[src/hdl/xiss_pkg.sv]
// ----------------------------------------------------------------------------
// xiss_pkg
// Shared types and constants of the x86 subset instruction stepper.
// ----------------------------------------------------------------------------
package xiss_pkg;

  localparam int unsigned STEP_W = 22;
  localparam int unsigned CFG_IDX_W = 2;

  typedef enum logic [CFG_IDX_W-1:0] {
    CFG_CODE_LENGTH = 2'd0,
    CFG_DATA_BASE   = 2'd1,
    CFG_DATA_LENGTH = 2'd2
  } cfg_idx_e;

  typedef enum logic [2:0] {
    CAUSE_RUNNING  = 3'd0,
    CAUSE_END_CODE = 3'd1,
    CAUSE_EXIT     = 3'd2,
    CAUSE_RET      = 3'd3,
    CAUSE_TRUNC    = 3'd4,
    CAUSE_STEPS    = 3'd5
  } cause_e;

  typedef enum logic [1:0] {
    REQ_NONE  = 2'd0,
    REQ_WRITE = 2'd1,
    REQ_READ  = 2'd2
  } req_e;

  localparam logic [7:0] OP_MOV_IMM = 8'hB8;
  localparam logic [7:0] OP_INT     = 8'hCD;
  localparam logic [7:0] VEC_SYS    = 8'h80;
  localparam logic [7:0] OP_LEA     = 8'h8D;
  localparam logic [7:0] OP_ESC     = 8'h0F;
  localparam logic [7:0] OP2_MOVZX  = 8'hB6;
  localparam logic [7:0] OP2_MOVSX  = 8'hBE;
  localparam logic [7:0] OP_RET     = 8'hC3;
  localparam logic [7:0] OP_MOV_ST  = 8'h89;
  localparam logic [7:0] OP_MOV_LD  = 8'h8B;
  localparam logic [7:0] OP_XOR_ST  = 8'h31;
  localparam logic [7:0] OP_XOR_LD  = 8'h33;
  localparam logic [7:0] OP_ADD     = 8'h01;
  localparam logic [7:0] OP_SUB     = 8'h29;
  localparam logic [7:0] OP_MUL     = 8'hF7;
  localparam logic [7:0] OP_DIV     = 8'hF6;
  localparam logic [7:0] MRM_MUL    = 8'hE0;
  localparam logic [7:0] MRM_DIV    = 8'hF0;

  localparam logic [31:0] SYS_WRITE = 32'd1;
  localparam logic [31:0] SYS_EXIT  = 32'd2;
  localparam logic [31:0] SYS_READ  = 32'd3;

  localparam logic [STEP_W-1:0] BUDGET_MIN  = STEP_W'(2048);
  localparam logic [STEP_W-1:0] BUDGET_BASE = STEP_W'(1024);

  typedef enum logic [2:0] {
    ST_IDLE,
    ST_RD_A,
    ST_RD_B,
    ST_EXEC,
    ST_DIV,
    ST_DONE
  } state_e;

  typedef struct packed {
    logic take;
    logic rd_a;
    logic rd_b;
    logic exec;
    logic div_step;
    logic load_out;
  } ctrl_cmd_t;

  typedef struct packed {
    logic div_go;
    logic div_last;
  } dp_sts_t;

endpackage

[src/hdl/xiss_ctrl.sv]
// ----------------------------------------------------------------------------
// xiss_ctrl
// Sequencer: operand reads, execute, divide loop and output register handoff.
// ----------------------------------------------------------------------------
module xiss_ctrl
  import xiss_pkg::*;
(
  input  logic      clk_i,
  input  logic      rst_ni,
  input  logic      in_valid_i,
  output logic      in_ready_o,
  output logic      out_valid_o,
  input  logic      out_ready_i,
  input  dp_sts_t   sts_i,
  output ctrl_cmd_t cmd_o
);

  state_e state_q, state_d;
  logic   out_vld_q, out_vld_d;

  always_ff @(posedge clk_i or negedge rst_ni) begin
    if (!rst_ni) begin
      state_q   <= ST_IDLE;
      out_vld_q <= 1'b0;
    end else begin
      state_q   <= state_d;
      out_vld_q <= out_vld_d;
    end
  end

  always_comb begin
    state_d = state_q;
    cmd_o   = '0;
    unique case (state_q)
      ST_IDLE: begin
        if (in_valid_i) begin
          cmd_o.take = 1'b1;
          state_d    = ST_RD_A;
        end
      end
      ST_RD_A: begin
        cmd_o.rd_a = 1'b1;
        state_d    = ST_RD_B;
      end
      ST_RD_B: begin
        cmd_o.rd_b = 1'b1;
        state_d    = ST_EXEC;
      end
      ST_EXEC: begin
        cmd_o.exec = 1'b1;
        state_d    = sts_i.div_go ? ST_DIV : ST_DONE;
      end
      ST_DIV: begin
        cmd_o.div_step = 1'b1;
        if (sts_i.div_last) state_d = ST_DONE;
      end
      ST_DONE: begin
        if (!out_vld_q || out_ready_i) begin
          cmd_o.load_out = 1'b1;
          state_d        = ST_IDLE;
        end
      end
      default: state_d = ST_IDLE;
    endcase
  end

  always_comb begin
    if (cmd_o.load_out) out_vld_d = 1'b1;
    else if (out_ready_i) out_vld_d = 1'b0;
    else out_vld_d = out_vld_q;
  end

  assign in_ready_o  = (state_q == ST_IDLE);
  assign out_valid_o = out_vld_q;

  a_take_reads: assert property (@(posedge clk_i) disable iff (!rst_ni)
    (in_valid_i && in_ready_o) |=> state_q == ST_RD_A)
    else $error("accepted beat did not start operand read");

  a_no_div: assert property (@(posedge clk_i) disable iff (!rst_ni)
    (state_q == ST_EXEC && !sts_i.div_go) |=> state_q == ST_DONE)
    else $error("divide loop entered without a divide");

  a_out_src: assert property (@(posedge clk_i) disable iff (!rst_ni)
    $rose(out_valid_o) |-> $past(state_q) == ST_DONE)
    else $error("output valid raised outside completion");

endmodule

[src/hdl/xiss_dp.sv]
// ----------------------------------------------------------------------------
// xiss_dp
// Datapath: register file, program counter, step budget, decode, execute,
// 32x32 multiplier, iterative divider and output register.
// ----------------------------------------------------------------------------
module xiss_dp
  import xiss_pkg::*;
#(
  parameter int unsigned CODE_MAX_BYTES = 65536,
  parameter int unsigned WRITE_MAX_LEN  = 512
) (
  input  logic                 clk_i,
  input  logic                 rst_ni,
  input  logic                 cfg_we_i,
  input  logic [CFG_IDX_W-1:0] cfg_idx_i,
  input  logic [31:0]          cfg_data_i,
  input  logic [87:0]          in_data_i,
  output logic [103:0]         out_data_o,
  input  ctrl_cmd_t            cmd_i,
  output dp_sts_t              sts_o
);

  logic [16:0] clen_q;
  logic [31:0] dbase_q, dlen_q;
  logic [63:0] ins_q;
  logic [7:0]  mem_q;
  logic [15:0] line_q;
  logic [31:0] a_q, b_q;
  logic [31:0] r_q [8];
  logic [31:0] r_d [8];
  logic [16:0] pc_q;
  logic [STEP_W-1:0] step_q;
  logic        stop_q;
  logic [2:0]  cause_q;
  logic [1:0]  req_q;
  logic [31:0] addr_q;
  logic [15:0] cnt_q;
  logic [31:0] rem_q, quo_q, dvs_q;
  logic [4:0]  dcnt_q;
  logic [103:0] out_q;

  always_ff @(posedge clk_i or negedge rst_ni) begin
    if (!rst_ni) begin
      clen_q  <= '0;
      dbase_q <= '0;
      dlen_q  <= '0;
    end else if (cfg_we_i) begin
      unique case (cfg_idx_i)
        CFG_CODE_LENGTH: clen_q  <= cfg_data_i[16:0];
        CFG_DATA_BASE:   dbase_q <= cfg_data_i;
        CFG_DATA_LENGTH: dlen_q  <= cfg_data_i;
        default: ;
      endcase
    end
  end

  // decode
  logic [7:0]  op, m, b2;
  logic [1:0]  mod;
  logic [2:0]  rg, rm;
  logic [31:0] word1, word2, word3;
  logic [16:0] len;
  logic [17:0] pcx, lenx;
  logic        has1, movx;
  logic [2:0]  rd_a_addr;
  logic [STEP_W-1:0] budget, bud_raw;

  assign op    = ins_q[7:0];
  assign m     = ins_q[15:8];
  assign b2    = ins_q[23:16];
  assign mod   = m[7:6];
  assign rg    = m[5:3];
  assign rm    = m[2:0];
  assign word1 = ins_q[39:8];
  assign word2 = ins_q[47:16];
  assign word3 = ins_q[55:24];

  assign len  = ({15'd0, clen_q} > 32'(CODE_MAX_BYTES)) ? 17'(CODE_MAX_BYTES) : clen_q;
  assign pcx  = {1'b0, pc_q};
  assign lenx = {1'b0, len};
  assign has1 = (pcx + 18'd1) < lenx;
  assign movx = (op == OP_ESC) && ((m == OP2_MOVZX) || (m == OP2_MOVSX));
  assign rd_a_addr = movx ? {1'b0, b2[1:0]} : rm;

  assign bud_raw = {1'b0, len, 4'd0} + BUDGET_BASE;
  assign budget  = (bud_raw < BUDGET_MIN) ? BUDGET_MIN : bud_raw;

  function automatic logic in_data(input logic [31:0] a, input logic [31:0] base,
                                   input logic [31:0] dlen);
    logic [31:0] off;
    off = a - base;
    return (a >= base) && (off < dlen);
  endfunction

  // execute
  logic [3:0]  adv;
  logic [2:0]  cause;
  logic        run, w_en, mul_en, div_go;
  logic [2:0]  w_addr;
  logic [31:0] w_data;
  logic [1:0]  req;
  logic [31:0] addr;
  logic [15:0] cnt;
  logic [63:0] prod;
  logic [31:0] dm1, nsel, ea, v;
  logic [1:0]  mod2;
  logic [2:0]  rm2;

  assign prod = {32'd0, r_q[0]} * {32'd0, a_q};

  always_comb begin
    adv    = 4'd0;
    cause  = CAUSE_RUNNING;
    run    = 1'b0;
    w_en   = 1'b0;
    w_addr = rg;
    w_data = '0;
    mul_en = 1'b0;
    div_go = 1'b0;
    req    = REQ_NONE;
    addr   = '0;
    cnt    = '0;
    dm1    = r_q[2] - 32'd1;
    nsel   = ({16'd0, line_q} > dm1) ? dm1 : {16'd0, line_q};
    ea     = '0;
    v      = '0;
    mod2   = b2[7:6];
    rm2    = b2[2:0];
    if (!stop_q) begin
      if (pcx >= lenx) cause = CAUSE_END_CODE;
      else if (step_q >= budget) cause = CAUSE_STEPS;
      else begin
        run = 1'b1;
        if (op[7:3] == OP_MOV_IMM[7:3]) begin
          if ((pcx + 18'd4) < lenx) begin
            w_en = 1'b1; w_addr = op[2:0]; w_data = word1; adv = 4'd5;
          end else cause = CAUSE_TRUNC;
        end else if (op == OP_INT) begin
          if (!has1) cause = CAUSE_TRUNC;
          else begin
            adv = 4'd2;
            if (m == VEC_SYS) begin
              w_addr = 3'd0;
              w_data = '1;
              if (r_q[0] == SYS_WRITE) begin
                w_en = 1'b1;
                if (r_q[3] == 32'd1 && r_q[2] != 32'd0 &&
                    r_q[2] <= 32'(WRITE_MAX_LEN) && in_data(r_q[1], dbase_q, dlen_q)) begin
                  req = REQ_WRITE; addr = r_q[1]; cnt = r_q[2][15:0]; w_data = r_q[2];
                end
              end else if (r_q[0] == SYS_EXIT) begin
                cause = CAUSE_EXIT;
              end else if (r_q[0] == SYS_READ) begin
                w_en = 1'b1;
                if (r_q[3] == 32'd0 && r_q[1] != 32'd0 && r_q[2] != 32'd0 &&
                    !r_q[2][31] && in_data(r_q[1], dbase_q, dlen_q)) begin
                  req = REQ_READ; addr = r_q[1]; cnt = nsel[15:0]; w_data = nsel;
                end
              end else w_en = 1'b1;
            end
          end
        end else if (op == OP_LEA) begin
          if (has1) begin
            adv = 4'd2;
            if (mod == 2'd0 && rm == 3'd5) begin
              if ((pcx + 18'd6) <= lenx) begin ea = word2; adv = 4'd6; end
            end else if (mod == 2'd0 && rm == 3'd4) begin
              if ((pcx + 18'd3) <= lenx) begin
                adv = 4'd3;
                if (b2[2:0] == 3'd5 && (pcx + 18'd7) <= lenx) begin ea = word3; adv = 4'd7; end
              end
            end else if (mod == 2'd2) adv = 4'd6;
            else if (mod == 2'd1) adv = 4'd3;
            w_en = (ea != 32'd0); w_addr = rg; w_data = ea;
          end else adv = 4'd1;
        end else if (op == OP_ESC) begin
          if (!has1) adv = 4'd1;
          else if (movx) begin
            if ((pcx + 18'd2) < lenx) begin
              adv = 4'd3;
              if (mod2 == 2'd3) begin
                v = rm2[2] ? {24'd0, a_q[15:8]} : {24'd0, a_q[7:0]};
              end else if (mod2 == 2'd0 && rm2 == 3'd5 && (pcx + 18'd6) <= lenx) begin
                adv = 4'd7;
                v = in_data(word3, dbase_q, dlen_q) ? {24'd0, mem_q} : 32'd0;
              end
              w_en = 1'b1; w_addr = b2[5:3];
              w_data = (m == OP2_MOVSX && v[7]) ? (v | 32'hFFFFFF00) : v;
            end else adv = 4'd2;
          end else adv = 4'd2;
        end else if (op == OP_RET) begin
          cause = CAUSE_RET;
        end else if (op == OP_MOV_ST || op == OP_MOV_LD || op == OP_XOR_ST ||
                     op == OP_XOR_LD || op == OP_ADD || op == OP_SUB ||
                     op == OP_MUL || op == OP_DIV) begin
          if (!has1) adv = 4'd1;
          else begin
            adv = 4'd2;
            priority case (op)
              OP_MOV_ST: begin w_en = (mod == 2'd3); w_addr = rm; w_data = b_q; end
              OP_MOV_LD: begin w_en = (mod == 2'd3); w_addr = rg; w_data = a_q; end
              OP_XOR_ST: begin w_en = (mod == 2'd3); w_addr = rm; w_data = a_q ^ b_q; end
              OP_XOR_LD: begin w_en = (mod == 2'd3); w_addr = rg; w_data = a_q ^ b_q; end
              OP_ADD:    begin w_en = 1'b1; w_addr = rm; w_data = a_q + b_q; end
              OP_SUB:    begin w_en = 1'b1; w_addr = rm; w_data = a_q - b_q; end
              OP_MUL:    mul_en = ((m & 8'hF8) == MRM_MUL);
              default:   div_go = ((m & 8'hF8) == MRM_DIV) && (a_q != 32'd0);
            endcase
          end
        end else adv = 4'd1;
      end
    end
  end

  assign sts_o.div_go   = div_go;
  assign sts_o.div_last = (dcnt_q == 5'd31);

  // divider step
  logic [32:0] dsh, dtr;
  logic        dbit;
  logic [31:0] rem_n, quo_n;
  assign dsh   = {rem_q, quo_q[31]};
  assign dtr   = dsh - {1'b0, dvs_q};
  assign dbit  = !dtr[32];
  assign rem_n = dbit ? dtr[31:0] : dsh[31:0];
  assign quo_n = {quo_q[30:0], dbit};

  always_comb begin
    for (int i = 0; i < 8; i++) begin
      r_d[i] = r_q[i];
    end
    if (cmd_i.exec && run) begin
      if (w_en) r_d[w_addr] = w_data;
      if (mul_en) begin
        r_d[0] = prod[31:0];
        r_d[2] = prod[63:32];
      end
    end
    if (cmd_i.div_step && sts_o.div_last) begin
      r_d[0] = quo_n;
      r_d[2] = rem_n;
    end
  end

  logic [17:0] pc_sum;
  assign pc_sum = pcx + {14'd0, adv};

  always_ff @(posedge clk_i or negedge rst_ni) begin
    if (!rst_ni) begin
      for (int i = 0; i < 8; i++) begin
        r_q[i] <= '0;
      end
      pc_q    <= '0;
      step_q  <= '0;
      stop_q  <= 1'b0;
      cause_q <= CAUSE_RUNNING;
    end else begin
      for (int i = 0; i < 8; i++) begin
        r_q[i] <= r_d[i];
      end
      if (cmd_i.exec) begin
        if (run) step_q <= step_q + STEP_W'(1);
        if (cause != CAUSE_RUNNING) begin
          stop_q  <= 1'b1;
          cause_q <= cause;
        end else if (!stop_q) begin
          pc_q <= pc_sum[16:0];
        end
      end
    end
  end

  always_ff @(posedge clk_i) begin
    if (cmd_i.take) begin
      ins_q  <= in_data_i[63:0];
      mem_q  <= in_data_i[71:64];
      line_q <= in_data_i[87:72];
    end
    if (cmd_i.rd_a) a_q <= r_q[rd_a_addr];
    if (cmd_i.rd_b) b_q <= r_q[rg];
    if (cmd_i.exec) begin
      req_q  <= req;
      addr_q <= addr;
      cnt_q  <= cnt;
      rem_q  <= '0;
      quo_q  <= r_q[0];
      dvs_q  <= a_q;
      dcnt_q <= '0;
    end
    if (cmd_i.div_step) begin
      rem_q  <= rem_n;
      quo_q  <= quo_n;
      dcnt_q <= dcnt_q + 5'd1;
    end
    if (cmd_i.load_out) begin
      out_q <= {1'b0, r_q[0], cnt_q, addr_q, req_q,
                (stop_q ? cause_q : CAUSE_RUNNING), stop_q, pc_q};
    end
  end

  assign out_data_o = out_q;

endmodule

[src/hdl/x86_subset_instruction_stepper.sv]
// ----------------------------------------------------------------------------
// x86_subset_instruction_stepper
// Executes one instruction of a small 32-bit x86 subset per input beat.
// ----------------------------------------------------------------------------
// Each beat passes the accept, the two register file read steps, the execute
// step and the output load; a nonzero divide adds the divide loop after execute.
// A new beat is taken only after the output load, which waits for a free output.
// A finished result waits in the output register while the next beat starts.
// Reset clears registers, counter, step count, halt state and configuration.
module x86_subset_instruction_stepper
  import xiss_pkg::*;
#(
  parameter int unsigned CODE_MAX_BYTES = 65536,
  parameter int unsigned WRITE_MAX_LEN  = 512
) (
  input  logic                 clk_i,
  input  logic                 rst_ni,
  input  logic                 cfg_we_i,
  input  logic [CFG_IDX_W-1:0] cfg_idx_i,
  input  logic [31:0]          cfg_data_i,
  input  logic                 s_axis_tvalid,
  output logic                 s_axis_tready,
  // insn_bytes[63:0], mem_byte[71:64], line_len[87:72]
  input  logic [87:0]          s_axis_tdata,
  output logic                 m_axis_tvalid,
  input  logic                 m_axis_tready,
  // next_pc[16:0], halted[17], halt_cause[20:18], host_request[22:21],
  // host_address[54:23], host_count[70:55], accumulator[102:71]
  output logic [103:0]         m_axis_tdata
);

  ctrl_cmd_t cmd;
  dp_sts_t   sts;

  xiss_ctrl u_ctrl (
    .clk_i      (clk_i),
    .rst_ni     (rst_ni),
    .in_valid_i (s_axis_tvalid),
    .in_ready_o (s_axis_tready),
    .out_valid_o(m_axis_tvalid),
    .out_ready_i(m_axis_tready),
    .sts_i      (sts),
    .cmd_o      (cmd)
  );

  xiss_dp #(
    .CODE_MAX_BYTES(CODE_MAX_BYTES),
    .WRITE_MAX_LEN (WRITE_MAX_LEN)
  ) u_dp (
    .clk_i     (clk_i),
    .rst_ni    (rst_ni),
    .cfg_we_i  (cfg_we_i),
    .cfg_idx_i (cfg_idx_i),
    .cfg_data_i(cfg_data_i),
    .in_data_i (s_axis_tdata),
    .out_data_o(m_axis_tdata),
    .cmd_i     (cmd),
    .sts_o     (sts)
  );

endmodule

[config.mk]
export PLATFORM = sky130hd
export DESIGN_NAME = x86_subset_instruction_stepper
export DESIGN_NICKNAME = d
export VERILOG_FILES = /design/src/hdl/xiss_pkg.sv /design/src/hdl/xiss_ctrl.sv /design/src/hdl/xiss_dp.sv /design/src/hdl/x86_subset_instruction_stepper.sv
export SDC_FILE = /design/constraint.sdc
export NUM_CORES = 2
export LEC_CHECK = 0
export BUFFER_PORTS_ARGS = -buffer_cell sky130_fd_sc_hd__buf_2
export CAP_MARGIN = 25
export CORE_ASPECT_RATIO = 1.4
export CORE_MARGIN = 3
export CORE_UTILIZATION = 65
export CTS_BUF_LIST = sky130_fd_sc_hd__clkbuf_8
export CTS_CLUSTER_SIZE = 12
export DETAILED_ROUTE_END_ITERATION = 10
export MAX_ROUTING_LAYER = met4
export PLACE_DENSITY = 0.91
export SYNTH_ARGS = -nofsm -noshare
export SYNTH_HDL_FRONTEND = slang
export SYNTH_SLANG_ARGS = --single-unit
[constraint.sdc]
create_clock -name clk_i -period 19 [get_ports clk_i]
set_input_delay 5.7 -clock clk_i [delete_from_list [all_inputs] [get_ports clk_i]]
set_output_delay 5.7 -clock clk_i [all_outputs]
set_load 0.02 [all_outputs]
==> results.toml <==
[floorplanning]
start_util_pct = 65.6
num_rows = 155
dieArea_mm2 = 0.133
core_area_mm2 = 0.128
fp.dieW_um = 309
io_pins = 233
die_y_um = 431

[clock_network]
cts-root-buf = "clkbuf_8"
cts_hold_buf = 0
cts_setup_buffers = 0
clkTransAtPathRegs_ns = 0.07
clkSinkCount = 782
htreeDepth = 3
clockBufferDepth = 3
cts_tree = "yes"
worstSkewPairLatency_ns = 0.92
postCtsResizedCells = 0
numCtsBuffers = 119

[timing]
rsz0062_at_grt = "false"
finalClockSkew_ns = 0.0845
setup_viol_count_final = 0
worstMarginPinSlew_ns = 1.23
relSlewSlack_pct = 18.1
finalCritPeriodShare_pct = 54.1
maxSlewViolCount = 0
fin_crit_ns = 10.28
clock.fmax_mhz = 97.3
setup_total_negative_slack_ns = 0
hold_violations = 0

[yosys]
ys.flop_type = "edfxtp_1"
seq_area_frac_synth_pct = 25.8
async_flop_share_pct = 49.1
synth-edff-count = 398
ys_ff_latch = 782
yosysWarningCount = 0
synth.avg_cell_area_um2 = 9.19
synth_nets = 10700
netlist_area_mm2 = 0.0837
syn_inst = 9105
yosysUniqueCellTypes = 104

[place]
place_congestion = 1.05
portBuffers = 223
hpwl_um = 219000

[detailed_routing]
ant_nets = 0
drtIter0Drc = 8513
wl_per_cell_um = 27.0
first_pass_iters = 7
drc = 0
vias = 71800
wirelength_um = 293000
viasPerCell = 6.62

[grt]
grt_usage_pct = 46.2
gr-total-overflow = 0
grt_pass1_vias = 74800
grt_first_pass_wirelength_um = 445000
antenna_found_initial = 23
grt_max_degree = 146

[min_path]
holdPathEnd = "u_dp.out_data_o[43]"
holdPathStages = 0
hp-start = "u_dp.addr_q[20]"
min_path_type = "flop to flop"

[worst_setup_path]
reg2reg_to = "u_dp.r_q[182]"
critPathLaunch = "u_dp.r_q[235]"
crit_required_ns = 19.77
critical-path-top-delay-family = "adder cells"
slowest_delay_ns = 1.01
crit_arrival_ns = 11.05
crit_fanout = 23
cp_common_cell = "fa_1"
start_kind = "flop"
path_class = "flop to flop"
reg2regPathDepth = 28
slowest_stage = "dfrtp_1"
critPathBufInv = 6
r2r_slack_ns = 8.72
cp-end-kind = "flop"
r2r_start = "u_dp.r_q[235]"

[cells_and_area]
nNetsFinal = 10700
synthToLayoutAreaGrowth_pct = 6.22
drive_above_1_share_pct = 9.07
layout_commonest_cell = "nand2_1"
fillCellCount = 9298
layout_common_cells = "1501 x nand2_1, 1199 x inv_1, 901 x fa_1"

[status]
status = "finished, final reports clean"

[job]
drv_cap = 0
## layout make-up
| cell class | instances | area (µm²) | area share, % |
|---|---|---|---|
| Clock buffer | 129 | 1780 | 2.00 |
| Clock inverter | 99 | 947 | 1.07 |
| Multi-Input combinational cell | 6622 | 55800 | 62.8 |
| Timing Repair Buffer | 368 | 2300 | 2.59 |
| Inverter | 1171 | 4400 | 4.94 |
| Sequential cell | 782 | 21600 | 24.2 |
| Antenna cell | 17 | 42.5 | 0.0478 |
| Tap cell | 1648 | 2060 | 2.32 |
## worst register-to-register path: cells and delay by family (launching register included)
kind / cells / cell delay, ns
fa+ha+maj: 9 / 4.27
compound gates: 11 / 3.60
flops: 1 / 1.01
buf+inv: 6 / 0.83
xor+xnor: 1 / 0.28
simple gates: 1 / 0.16
## cell families (layout without fill, tap and decap cells)
group           Yosys count  after routing  share of synthesized area [%]
simple gates           3061           3061                           17.1
buf+inv                1701           1767                           7.71
fa+ha+maj              1517           1517                           30.8
compound gates         1465           1465                           11.1
flops                   782            782                           25.8
xor+xnor                337            337                           3.53
mux                     240            240                           4.03
other cells               2             19                        0.00897
## cell usage after synthesis (all sizes together) (98+ instances only)
library cell     n  area [µm²]
inv           1171        4400
xnor2          204        1790
ha             616        7710
mux2           136        1530
edfxtp         398       12000
a21o           137        1030
and2           439        2750
clkbuf         449        1690
nor2           364        1370
o21ai          500        2500
dfrtp          384        9610
fa             901       18000
nor3            98         505
a21oi          328        1640
xor2           133        1160
nand3          245        1240
nand2         1506        5650
## routing by layer
| layer | up-vias | GRT usage [%] | routed length, µm | part of all wire, % |
|---|---|---|---|---|
| met5 | - | - | 0 | 0 |
| met4 | 0 | 38.9 | 31100 | 11 |
| met3 | 1733 | 9.99 | 30000 | 10 |
| met2 | 4910 | 70.5 | 135000 | 46 |
| met1 | 34900 | 51.8 | 96600 | 33 |
| li1 | 30200 | - | - | - |
## registers in the layout (all words and copies together), names as in the netlist
signal and count:
u_dp.dlen_q 32, u_dp.step_q 22, u_dp.cause_q 3, u_dp.a_q 32
u_dp.cnt_q 16, u_dp.pc_q 17, u_dp.r_q 256, u_dp.b_q 32
u_dp.dcnt_q 5, u_dp.req_q 2, u_ctrl.state_q 3, u_dp.line_q 16
u_dp.rem_q 32, u_dp.dvs_q 32, u_dp.stop_q 1, u_dp.ins_q 56
u_dp.quo_q 32, u_ctrl.out_valid_o 1, u_dp.clen_q 17, u_dp.dbase_q 32
u_dp.addr_q 32, u_dp.mem_q 8, u_dp.out_data_o 103
## metrics by stage
step                      cell area [µm²]  setup WS [ns]  hold slack, ns  std cells  util, %
final                               88900           8.72           0.419      10800     69.7
after global routing                88900           8.26           0.429      10800     69.7
after CTS                           88800           9.21           0.419      10800     69.6
after detailed placement            86100           9.25           0.405      10600     67.4
after global placement              86000           9.35           0.404      10600     67.4
after floorplan                     83700           8.03           0.400       9105        -
## worst max path at each step
| stage | to | cells past startpoint |
|---|---|---|
| after floorplan | u_dp.out_data_o[0] | 2 |
| after global placement | u_dp.r_q[182] | 26 |
| after detailed placement | u_dp.r_q[182] | 28 |
| after CTS | u_dp.r_q[182] | 28 |
| after global routing | u_dp.r_q[182] | 28 |
| final | u_dp.r_q[182] | 28 |
Power is left out: the tool's default activity adds up to more than one toggle a clock period on the data nets, which glitch-free logic cannot reach.
